<file path="config.mk">
export PLATFORM = sky130hd
export DESIGN_NAME = framed_message_receiver_core
export DESIGN_NICKNAME = d
export VERILOG_FILES = /design/src/rtl/fmr_pkg.sv /design/src/rtl/fmr_in_stage.sv /design/src/rtl/fmr_link_ctrl.sv /design/src/rtl/framed_message_receiver_core.sv
export SDC_FILE = /design/constraint.sdc
export NUM_CORES = 1
export LEC_CHECK = 0
export BUFFER_PORTS_ARGS = -buffer_cell sky130_fd_sc_hd__buf_2
export CAP_MARGIN = 10
export CORE_ASPECT_RATIO = 1.25
export CORE_UTILIZATION = 50
export CTS_CLUSTER_DIAMETER = 50
export DETAILED_ROUTE_END_ITERATION = 10
export PLACE_DENSITY = 0.64
export SYNTH_ARGS = -nofsm -noshare
export SYNTH_HDL_FRONTEND = slang
export SYNTH_SLANG_ARGS = --single-unit
</file>
<file path="constraint.sdc">
create_clock -name i_clk -period 9.94 [get_ports i_clk]
set_input_delay 1.988 -clock i_clk [delete_from_list [all_inputs] [get_ports i_clk]]
set_output_delay 1.988 -clock i_clk [all_outputs]
set_load 0.005 [all_outputs]
</file>
<file path="src/rtl/fmr_pkg.sv">
// shared types, codes and helper functions of the framed message receiver
`timescale 1ns / 1ps
`default_nettype none

package fmr_pkg;

    // number of remembered check keys
    localparam int NUM_CHECK_KEYS = 3;
    localparam int KEY_IDX_W      = (NUM_CHECK_KEYS > 1) ? $clog2(NUM_CHECK_KEYS) : 1;

    // header length in bytes
    localparam logic [31:0] HDR_BYTES = 32'd12;

    // result event codes
    localparam logic [2:0] EV_NONE         = 3'd0;
    localparam logic [2:0] EV_BEGIN        = 3'd1;
    localparam logic [2:0] EV_PAYLOAD      = 3'd2;
    localparam logic [2:0] EV_LAST_GOOD    = 3'd3;
    localparam logic [2:0] EV_REPLY        = 3'd4;
    localparam logic [2:0] EV_CLOSE_OK     = 3'd5;
    localparam logic [2:0] EV_CLOSE_ABNORM = 3'd6;
    localparam logic [2:0] EV_ERROR        = 3'd7;

    // error codes
    localparam logic [2:0] ERR_NONE       = 3'd0;
    localparam logic [2:0] ERR_CHECKSUM   = 3'd1;
    localparam logic [2:0] ERR_UNKNOWN    = 3'd2;
    localparam logic [2:0] ERR_LENGTH     = 3'd3;
    localparam logic [2:0] ERR_CHECK_ID   = 3'd4;
    localparam logic [2:0] ERR_UNEXPECTED = 3'd5;

    // input function codes
    localparam logic FUNC_BYTE  = 1'b0;
    localparam logic FUNC_CLOSE = 1'b1;

    // one received item
    typedef struct packed {
        logic       func;
        logic [7:0] data_byte;
    } t_in_item;

    // one result item
    typedef struct packed {
        logic [2:0]  event_res;
        logic [2:0]  error_code;
        logic [7:0]  payload_byte;
        logic [31:0] job_id;
        logic [31:0] reply_word;
    } t_result;

    // payload checksum step: xor then rotate left by one
    function automatic logic [31:0] sum_step(input logic [31:0] a, input logic [7:0] b);
        logic [31:0] x;
        x = a ^ {24'd0, b};
        return {x[30:0], a[31]};
    endfunction

    // session key update
    function automatic logic [31:0] roll_key(input logic [31:0] k);
        return k ^ (k << 3) ^ (k >> 7) ^ (k << 17) ^ (k >> 27);
    endfunction

endpackage

`default_nettype wire

</file>
<file path="src/rtl/fmr_in_stage.sv">
// input register stage that holds one received item until the step logic takes it
`timescale 1ns / 1ps
`default_nettype none

module fmr_in_stage (
    input  wire                i_clk,
    input  wire                i_rst_n,
    input  wire                i_in_valid,
    output logic               o_in_stall,
    input  wire                i_func,
    input  wire  [7:0]         i_data_byte,
    input  wire                i_res_ready,
    output logic               o_item_valid,
    output fmr_pkg::t_in_item  o_item
);

    logic              r_valid;
    logic              n_valid;
    fmr_pkg::t_in_item r_item;
    logic              w_take;
    logic              w_load;

    // the held item moves on when the result side has room
    assign w_take     = r_valid && i_res_ready;
    assign o_in_stall = r_valid && !i_res_ready;
    assign w_load     = i_in_valid && !o_in_stall;

    always_comb begin
        n_valid = r_valid;
        if (w_load) begin
            n_valid = 1'b1;
        end else if (w_take) begin
            n_valid = 1'b0;
        end
    end

    // valid flag
    always_ff @(posedge i_clk) begin
        if (!i_rst_n) begin
            r_valid <= 1'b0;
        end else begin
            r_valid <= n_valid;
        end
    end

    // item payload
    always_ff @(posedge i_clk) begin
        if (w_load) begin
            r_item.func      <= i_func;
            r_item.data_byte <= i_data_byte;
        end
    end

    assign o_item_valid = r_valid;
    assign o_item       = r_item;

endmodule

`default_nettype wire

</file>
<file path="src/rtl/fmr_link_ctrl.sv">
// link state, header parser, payload checksum and reply logic, one item per step
`timescale 1ns / 1ps
`default_nettype none

module fmr_link_ctrl (
    input  wire                i_clk,
    input  wire                i_rst_n,
    input  wire                i_step_en,
    input  fmr_pkg::t_in_item  i_item,
    input  wire                i_token_grant,
    output fmr_pkg::t_result   o_result
);

    typedef enum logic [2:0] {
        LS_BEGIN   = 3'd0,
        LS_RUNNING = 3'd1,
        LS_CLOSING = 3'd2,
        LS_CLOSED  = 3'd3,
        LS_FAILED  = 3'd4
    } t_link_state;

    // message type codes
    localparam logic [2:0] MT_BEGIN   = 3'd0;
    localparam logic [2:0] MT_DATA    = 3'd1;
    localparam logic [2:0] MT_TOKEN   = 3'd2;
    localparam logic [2:0] MT_END     = 3'd3;
    localparam logic [2:0] MT_CHECK   = 3'd4;
    localparam logic [2:0] MT_UNKNOWN = 3'd7;

    localparam logic [7:0] SPACE_CHAR = 8'h20;

    t_link_state r_link_state, n_link_state;
    logic        r_in_payload, n_in_payload;
    logic [31:0] r_byte_count, n_byte_count;
    logic [2:0]  r_msg_type, n_msg_type;
    logic [31:0] r_msg_length, n_msg_length;
    logic [31:0] r_expected_sum, n_expected_sum;
    logic [31:0] r_running_sum, n_running_sum;
    logic [31:0] r_word_shift, n_word_shift;
    logic [31:0] r_first_word, n_first_word;
    logic [31:0] r_job_ident, n_job_ident;
    logic [31:0] r_session_key, n_session_key;
    logic        r_space_seen, n_space_seen;
    logic [31:0] r_stored_keys [fmr_pkg::NUM_CHECK_KEYS];
    logic [31:0] n_stored_keys [fmr_pkg::NUM_CHECK_KEYS];

    fmr_pkg::t_result w_res;

    always_comb begin
        logic                          do_finish;
        logic [7:0]                    fin_byte;
        logic                          do_fail;
        logic [2:0]                    fail_code;
        logic [fmr_pkg::KEY_IDX_W-1:0] key_idx;
        logic [31:0]                   key;
        logic [31:0]                   kept;
        logic [31:0]                   rolled;

        n_link_state   = r_link_state;
        n_in_payload   = r_in_payload;
        n_byte_count   = r_byte_count;
        n_msg_type     = r_msg_type;
        n_msg_length   = r_msg_length;
        n_expected_sum = r_expected_sum;
        n_running_sum  = r_running_sum;
        n_word_shift   = r_word_shift;
        n_first_word   = r_first_word;
        n_job_ident    = r_job_ident;
        n_session_key  = r_session_key;
        n_space_seen   = r_space_seen;
        n_stored_keys  = r_stored_keys;

        do_finish = 1'b0;
        fin_byte  = 8'd0;
        do_fail   = 1'b0;
        fail_code = fmr_pkg::ERR_NONE;
        key       = 32'd0;
        kept      = 32'd0;
        rolled    = 32'd0;

        w_res.event_res    = fmr_pkg::EV_NONE;
        w_res.error_code   = fmr_pkg::ERR_NONE;
        w_res.payload_byte = 8'd0;
        w_res.job_id       = 32'd0;
        w_res.reply_word   = 32'd0;

        // close event and byte dispatch
        if (i_item.func == fmr_pkg::FUNC_CLOSE) begin
            if (r_link_state != LS_CLOSED) begin
                w_res.event_res = (r_link_state == LS_CLOSING) ? fmr_pkg::EV_CLOSE_OK
                                                               : fmr_pkg::EV_CLOSE_ABNORM;
                n_link_state = LS_CLOSED;
                n_in_payload = 1'b0;
                n_byte_count = 32'd0;
            end
        end else if (r_link_state == LS_CLOSED) begin
            w_res.event_res  = fmr_pkg::EV_ERROR;
            w_res.error_code = fmr_pkg::ERR_UNEXPECTED;
        end else if (r_link_state == LS_CLOSING) begin
            do_fail   = 1'b1;
            fail_code = fmr_pkg::ERR_UNEXPECTED;
        end else if (r_link_state != LS_FAILED) begin
            n_word_shift = {r_word_shift[23:0], i_item.data_byte};
            n_byte_count = r_byte_count + 32'd1;
            if (!r_in_payload) begin
                // header fields
                if (n_byte_count == 32'd4) begin
                    n_msg_type = (n_word_shift <= 32'(MT_CHECK)) ? n_word_shift[2:0]
                                                                 : MT_UNKNOWN;
                end else if (n_byte_count == 32'd8) begin
                    n_msg_length = n_word_shift;
                end else if (n_byte_count == fmr_pkg::HDR_BYTES) begin
                    n_expected_sum = n_word_shift;
                    n_byte_count   = 32'd0;
                    if (r_msg_type == MT_UNKNOWN) begin
                        do_fail   = 1'b1;
                        fail_code = fmr_pkg::ERR_UNKNOWN;
                    end else if (r_msg_type == MT_END) begin
                        n_link_state = LS_CLOSING;
                    end else if ((r_link_state == LS_BEGIN) != (r_msg_type == MT_BEGIN)) begin
                        do_fail   = 1'b1;
                        fail_code = fmr_pkg::ERR_UNEXPECTED;
                    end else if ((r_msg_type == MT_BEGIN || r_msg_type == MT_CHECK)
                                 && r_msg_length != 32'd8) begin
                        do_fail   = 1'b1;
                        fail_code = fmr_pkg::ERR_LENGTH;
                    end else begin
                        n_running_sum = 32'd0;
                        n_space_seen  = 1'b0;
                        n_word_shift  = 32'd0;
                        n_first_word  = 32'd0;
                        if (r_msg_length == 32'd0) begin
                            do_finish = 1'b1;
                        end else begin
                            n_in_payload = 1'b1;
                        end
                    end
                end
            end else begin
                // payload byte
                n_running_sum = fmr_pkg::sum_step(r_running_sum, i_item.data_byte);
                if (n_byte_count == 32'd4) begin
                    n_first_word = n_word_shift;
                end
                if (i_item.data_byte == SPACE_CHAR) begin
                    n_space_seen = 1'b1;
                end
                if (n_byte_count == r_msg_length) begin
                    do_finish = 1'b1;
                    fin_byte  = i_item.data_byte;
                end else if (r_msg_type == MT_DATA) begin
                    w_res.event_res    = fmr_pkg::EV_PAYLOAD;
                    w_res.payload_byte = i_item.data_byte;
                end
            end
        end

        // end of payload
        key_idx = n_first_word[fmr_pkg::KEY_IDX_W-1:0];
        if (do_finish) begin
            n_in_payload = 1'b0;
            n_byte_count = 32'd0;
            if (r_msg_type == MT_BEGIN) begin
                n_job_ident     = n_first_word;
                n_session_key   = n_word_shift;
                n_link_state    = LS_RUNNING;
                w_res.event_res = fmr_pkg::EV_BEGIN;
            end else if (n_running_sum != n_expected_sum) begin
                do_fail   = 1'b1;
                fail_code = fmr_pkg::ERR_CHECKSUM;
            end else if (r_msg_type == MT_DATA) begin
                w_res.event_res    = fmr_pkg::EV_LAST_GOOD;
                w_res.payload_byte = fin_byte;
            end else if (r_msg_type == MT_TOKEN) begin
                if (!n_space_seen) begin
                    do_fail   = 1'b1;
                    fail_code = fmr_pkg::ERR_LENGTH;
                end else begin
                    if (i_token_grant) begin
                        n_session_key = fmr_pkg::roll_key(r_session_key);
                    end
                    w_res.event_res  = fmr_pkg::EV_REPLY;
                    w_res.reply_word = n_session_key;
                end
            end else if (n_first_word >= 32'(fmr_pkg::NUM_CHECK_KEYS)) begin
                do_fail   = 1'b1;
                fail_code = fmr_pkg::ERR_CHECK_ID;
            end else begin
                // check message: remember the first key per id
                key           = n_word_shift ^ r_session_key;
                rolled        = fmr_pkg::roll_key(r_session_key);
                n_session_key = rolled;
                kept          = (r_stored_keys[key_idx] == 32'd0) ? key
                                                                  : r_stored_keys[key_idx];
                n_stored_keys[key_idx] = kept;
                w_res.event_res  = fmr_pkg::EV_REPLY;
                w_res.reply_word = kept ^ rolled;
            end
        end

        // link failure
        if (do_fail) begin
            w_res.event_res  = fmr_pkg::EV_ERROR;
            w_res.error_code = fail_code;
            n_link_state     = LS_FAILED;
            n_in_payload     = 1'b0;
            n_byte_count     = 32'd0;
        end

        w_res.job_id = n_job_ident;
    end

    // link state registers
    always_ff @(posedge i_clk) begin
        if (!i_rst_n) begin
            r_link_state   <= LS_BEGIN;
            r_in_payload   <= 1'b0;
            r_byte_count   <= 32'd0;
            r_msg_type     <= MT_BEGIN;
            r_msg_length   <= 32'd0;
            r_expected_sum <= 32'd0;
            r_running_sum  <= 32'd0;
            r_word_shift   <= 32'd0;
            r_first_word   <= 32'd0;
            r_job_ident    <= 32'd0;
            r_session_key  <= 32'd0;
            r_space_seen   <= 1'b0;
            for (int i = 0; i < fmr_pkg::NUM_CHECK_KEYS; i++) begin
                r_stored_keys[i] <= 32'd0;
            end
        end else if (i_step_en) begin
            r_link_state   <= n_link_state;
            r_in_payload   <= n_in_payload;
            r_byte_count   <= n_byte_count;
            r_msg_type     <= n_msg_type;
            r_msg_length   <= n_msg_length;
            r_expected_sum <= n_expected_sum;
            r_running_sum  <= n_running_sum;
            r_word_shift   <= n_word_shift;
            r_first_word   <= n_first_word;
            r_job_ident    <= n_job_ident;
            r_session_key  <= n_session_key;
            r_space_seen   <= n_space_seen;
            r_stored_keys  <= n_stored_keys;
        end
    end

    assign o_result = w_res;

    // header phase never counts past the header length
    a_hdr_count: assert property (@(posedge i_clk) disable iff (!i_rst_n)
        !r_in_payload |-> r_byte_count < fmr_pkg::HDR_BYTES)
        else $error("header byte count out of range");

    // only begin, data, token and check messages carry a payload
    a_payload_type: assert property (@(posedge i_clk) disable iff (!i_rst_n)
        r_in_payload |-> (r_msg_type == MT_BEGIN || r_msg_type == MT_DATA
                          || r_msg_type == MT_TOKEN || r_msg_type == MT_CHECK))
        else $error("payload phase with a type that has no payload");

    // a closed link never reopens
    a_closed_stays: assert property (@(posedge i_clk) disable iff (!i_rst_n)
        r_link_state == LS_CLOSED |=> r_link_state == LS_CLOSED)
        else $error("closed link left the closed state");

endmodule

`default_nettype wire

</file>
<file path="src/rtl/framed_message_receiver_core.sv">
// top level of the framed message receiver: input stage, link logic and result register
//
// channel   direction  handshake                    payload
// in        input      i_in_valid / o_in_stall      i_func, i_data_byte
// out       output     o_out_valid / i_out_stall    o_event_res, o_error_code,
//                                                   o_payload_byte, o_job_id, o_reply_word
// cfg       input      i_cfg_valid / o_cfg_ready    i_cfg_token_grant
//
// one item per cycle sustained while the output is not stalled
// the item passes the input register, then one pass of the link logic into the result register
// synchronous active-low reset puts the link back to awaiting begin and clears stored keys
// an output stall holds the result register and fills the input register, then stalls the input
// the token grant register resets to 1 and is always ready for a write
`timescale 1ns / 1ps
`default_nettype none

module framed_message_receiver_core (
    input  wire         i_clk,
    input  wire         i_rst_n,
    input  wire         i_in_valid,
    output logic        o_in_stall,
    input  wire         i_func,
    input  wire  [7:0]  i_data_byte,
    output logic        o_out_valid,
    input  wire         i_out_stall,
    output logic [2:0]  o_event_res,
    output logic [2:0]  o_error_code,
    output logic [7:0]  o_payload_byte,
    output logic [31:0] o_job_id,
    output logic [31:0] o_reply_word,
    input  wire         i_cfg_valid,
    output logic        o_cfg_ready,
    input  wire         i_cfg_token_grant
);

    logic              r_token_grant;
    logic              r_out_valid;
    logic              n_out_valid;
    fmr_pkg::t_result  r_result;
    fmr_pkg::t_result  w_result;
    fmr_pkg::t_in_item w_item;
    logic              w_item_valid;
    logic              w_res_ready;
    logic              w_step;

    // result register has room when empty or being drained
    assign w_res_ready = !r_out_valid || !i_out_stall;
    assign w_step      = w_item_valid && w_res_ready;

    fmr_in_stage u_in_stage (
        .i_clk        (i_clk),
        .i_rst_n      (i_rst_n),
        .i_in_valid   (i_in_valid),
        .o_in_stall   (o_in_stall),
        .i_func       (i_func),
        .i_data_byte  (i_data_byte),
        .i_res_ready  (w_res_ready),
        .o_item_valid (w_item_valid),
        .o_item       (w_item)
    );

    fmr_link_ctrl u_link_ctrl (
        .i_clk         (i_clk),
        .i_rst_n       (i_rst_n),
        .i_step_en     (w_step),
        .i_item        (w_item),
        .i_token_grant (r_token_grant),
        .o_result      (w_result)
    );

    // configuration register
    assign o_cfg_ready = 1'b1;

    always_ff @(posedge i_clk) begin
        if (!i_rst_n) begin
            r_token_grant <= 1'b1;
        end else if (i_cfg_valid && o_cfg_ready) begin
            r_token_grant <= i_cfg_token_grant;
        end
    end

    // result register valid
    always_comb begin
        n_out_valid = r_out_valid;
        if (w_step) begin
            n_out_valid = 1'b1;
        end else if (!i_out_stall) begin
            n_out_valid = 1'b0;
        end
    end

    always_ff @(posedge i_clk) begin
        if (!i_rst_n) begin
            r_out_valid <= 1'b0;
        end else begin
            r_out_valid <= n_out_valid;
        end
    end

    // result payload
    always_ff @(posedge i_clk) begin
        if (w_step) begin
            r_result <= w_result;
        end
    end

    assign o_out_valid    = r_out_valid;
    assign o_event_res    = r_result.event_res;
    assign o_error_code   = r_result.error_code;
    assign o_payload_byte = r_result.payload_byte;
    assign o_job_id       = r_result.job_id;
    assign o_reply_word   = r_result.reply_word;

    // error code is set exactly on error events
    a_err_code: assert property (@(posedge i_clk) disable iff (!i_rst_n)
        o_out_valid |-> ((o_event_res == fmr_pkg::EV_ERROR)
                         == (o_error_code != fmr_pkg::ERR_NONE)))
        else $error("error code does not match event");

    // reply word only carries data on reply events
    a_reply_zero: assert property (@(posedge i_clk) disable iff (!i_rst_n)
        (o_out_valid && o_event_res != fmr_pkg::EV_REPLY) |-> o_reply_word == 32'd0)
        else $error("reply word set outside a reply");

    // payload byte only carries data on payload and last-good events
    a_pbyte_zero: assert property (@(posedge i_clk) disable iff (!i_rst_n)
        (o_out_valid && o_event_res != fmr_pkg::EV_PAYLOAD
         && o_event_res != fmr_pkg::EV_LAST_GOOD) |-> o_payload_byte == 8'd0)
        else $error("payload byte set outside a payload event");

    // a held input item with a full result register blocks new transfers
    a_in_hold: assert property (@(posedge i_clk) disable iff (!i_rst_n)
        (w_item_valid && r_out_valid && i_out_stall) |-> o_in_stall)
        else $error("input accepted while both stages are full");

endmodule

`default_nettype wire

</file>
==> results.json <==
{
  "tightest_slew_ns": 1.24,
  "coreArea_um2": 50400,
  "post_dp_cell_area_um2": 26100,
  "routabilityCongestion": 0.964,
  "ys_types": 84,
  "drcViolationCount": 0,
  "cp_cell_sequence": "ha_1 -> nand3_1 -> nor4_1 -> nand4_1 -> mux2i_1 -> and4_1 -> nand4_4 -> a32oi_1 -> xor2_1 -> or3_1 -> a2111oi_4 -> nand4_4 -> nor4b_4 -> nand3_2 -> o22ai_1",
  "crit_arrival_ns": 7.72,
  "yosys_most_used_dff": "dfxtp_1",
  "routed_via_density": 6.20,
  "rr_endpoint": "o_reply_word[6]",
  "crit_type": "register to register",
  "final_nets": 2897,
  "io_buffers": 94,
  "fin_crit_sh_pct": 73.4,
  "diodes": 0,
  "avgRoutedWirePerCell_um": 23.9,
  "endpoint_kind": "register",
  "status": "completed",
  "antenna_found_initial": 1,
  "crit_path_end": "o_reply_word[6]",
  "peakVddDrop_v": 0.000172,
  "r2r_start": "u_link_ctrl.r_byte_count[0]",
  "hold_class": "register to register",
  "vias": 22200,
  "synth_edf_count": 87,
  "hpwlAfterDp_um": 58400,
  "num_rows": 92,
  "relSlewSlack_pct": 17.1,
  "cp_top_family": "simple AND/OR/NAND/NOR gates",
  "powerDensity_nw_per_um2": 148,
  "drv_slew": 0,
  "layout_common_cells": "nand2_1, dfxtp_1, nor2b_1",
  "yosysSeqAreaShare_pct": 38.7,
  "design.die.area_um2": 51900,
  "cts_tree": "yes",
  "period_needed_ns": 7.30,
  "cp_num_cells": 15,
  "r2r_setup_slack_ns": 2.64,
  "worst_setup_path_start_kind": "register",
  "max_stage_delay_ns": 0.81,
  "clkPwrFrac_pct": 48.8,
  "cts_resized": 0,
  "fp.dieW_um": 204,
  "setup_viol": 0,
  "leakage_nw": 9.76,
  "grt_overflow": 0,
  "synth_cells": 2954,
  "finalHoldViolCount": 0,
  "clockBufferDepth": 3,
  "comb_power_share_pct": 4.9,
  "synth-async-reset-ratio_pct": 0,
  "clock-sinks": 450,
  "area_growth_pct": 9.31,
  "drive_above_1_share_pct": 10.1,
  "cp.required_ns": 10.36,
  "h-tree-depth": 2,
  "fmax_ghz": 0.137,
  "path_clk_slew_ns": 0.06,
  "grt_pass1_vias": 20900,
  "routed_wl_um": 85500,
  "cts.root.buffer_cell": "clkbuf_16",
  "rsz0062_at_grt": "no",
  "critPathBufInv": 0,
  "ys_ff_latch": 450,
  "max_cap_viol_count": 0,
  "netlist_area_um2": 25500,
  "start_util_pct": 50.6,
  "die_h_um": 254,
  "power_switching_share_pct": 24.5,
  "postSynthAreaPerCell_um2": 8.63,
  "ys.warnings.count": 0,
  "ios": 96,
  "cts_hold_buf": 0,
  "grt_pass1_wl_um": 128000,
  "switchingPower_mw": 1.01,
  "grt_use_total_pct": 32.3,
  "grt_max_degree": 149,
  "p_seq_share_pct": 46.3,
  "syn_nets": 2973,
  "insertion_delay_ns": 0.62,
  "final_common_cell": "nand2_1",
  "finClkSkew_ns": 0.0247,
  "cp_max_fo": 61,
  "timing.setup.tns_ns": 0,
  "cpMostUsedCell": "nand4_4",
  "p_int_mw": 3.11,
  "design_area_um2": 27900,
  "drt_iter0_drc": 2037,
  "cp-startpoint": "u_link_ctrl.r_byte_count[0]",
  "slowest_stage": "nand4_4",
  "numCtsBuffers": 54,
  "drt_pass1_iterations": 5,
  "postCtsSetupRepairBufs": 0,
  "drtAntennaViolNets": 0,
  "reg2reg_depth": 15
}
-- worst min-delay path by stage --
stage | from | end | slack [ns] | cells past startpoint
2_1_floorplan | u_link_ctrl.r_space_seen | u_link_ctrl.r_space_seen | 0.44 | 2
5_1_grt | u_link_ctrl.r_word_shift[30] | u_link_ctrl.r_word_shift[30] | 0.49 | 2
6_report | u_link_ctrl.r_job_ident[22] | u_link_ctrl.r_job_ident[22] | 0.46 | 2
3_3_place_gp | u_link_ctrl.r_expected_sum[9] | u_link_ctrl.r_expected_sum[9] | 0.45 | 2
4_1_cts | u_link_ctrl.r_expected_sum[9] | u_link_ctrl.r_expected_sum[9] | 0.47 | 2
3_5_place_dp | u_link_ctrl.r_expected_sum[9] | u_link_ctrl.r_expected_sum[9] | 0.46 | 2
-- stage by stage --
step	total power, mW	cells	hold WS, ns	worst slack (ns)	util [%]
2_1_floorplan	2.05	2954	0.443	4.56	-
3_3_place_gp	2.14	3480	0.452	3.05	51.7
3_5_place_dp	2.14	3480	0.459	2.74	51.7
4_1_cts	4.13	3580	0.468	2.69	55.3
5_1_grt	4.22	3580	0.485	2.15	55.3
6_report	4.11	3580	0.464	2.64	55.3
-- power groups by stage --
stage                     Combinational (mW)  Sequential (mW)  Clock, mW
after floorplan                        0.123             1.93          0
after global placement                 0.196             1.94          0
after detailed placement               0.198             1.94          0
after CTS                              0.198             1.90       2.03
after global routing                   0.213             1.90       2.10
final                                  0.201             1.90       2.01
-- synth_stat cells, types with 27 or more instances --
library cell  number  area (um2)
a21boi_0         141        1060
a21oi_1          109         546
a22oi_1           92         691
a31oi_1           33         206
and2_1            34         213
and3_1            39         244
buf_2             27         135
clkbuf_1         215         807
dfxtp_1          363        7270
edfxtp_1          87        2610
inv_1             43         161
mux2i_1          171        1710
nand2_1          415        1560
nand3_1           85         425
nand4_1           37         231
nor2_1            76         285
nor2b_1          185        1160
nor3_1            44         220
nor4_1            45         282
o21ai_0          104         521
o22ai_1           33         206
or3_1             28         175
xnor2_1          143        1250
xor2_1           122        1070
-- sequential cells by signal, summed over array words and instances (netlist names), 8 cells and up --
name,count
u_link_ctrl.r_job_ident,32
o_payload_byte,8
o_job_id,32
u_link_ctrl.r_expected_sum,32
u_link_ctrl.r_msg_length,32
u_in_stage.o_item,9
o_reply_word,32
u_link_ctrl.r_running_sum,32
u_link_ctrl.r_word_shift,32
u_link_ctrl.r_session_key,32
u_link_ctrl.r_byte_count,32
u_link_ctrl.r_stored_keys,96
u_link_ctrl.r_first_word,32
-- per-layer routing --
layer,global-route usage [%],vias up,wire length [um]
met3,4.52,248,5300
met2,53.7,880,40800
met5,0,-,13
met4,19.6,2,5570
met1,39.6,10800,33800
li1,-,10300,-
-- cells by family after synthesis --
| logic type | count (synthesis) | share of synthesized area (%) |
|---|---|---|
| flops | 450 | 38.7 |
| other cells | 1 | 0.0147 |
| simple gates | 1066 | 21.7 |
| fa+ha+maj | 4 | 0.196 |
| compound gates | 665 | 17.8 |
| xor+xnor | 266 | 9.19 |
| mux | 176 | 6.93 |
| buf+inv | 326 | 5.37 |
-- layout make-up --
cell class | count | area (um2)
Clock buffer | 65 | 1450
Clock inverter | 35 | 342
Fill cell | 4700 | 22500
Inverter | 43 | 164
Multi-Input combinational cell | 2178 | 14300
Sequential cell | 450 | 9880
Tap cell | 658 | 823
Timing Repair Buffer | 151 | 907
-- tightest hold or removal path, stage by stage (launching register included) --
cell and delay, ns:
dfxtp_1 0.30, nand2_1 0.04, a21boi_0 0.06
Power figures use the tool's default switching activity.
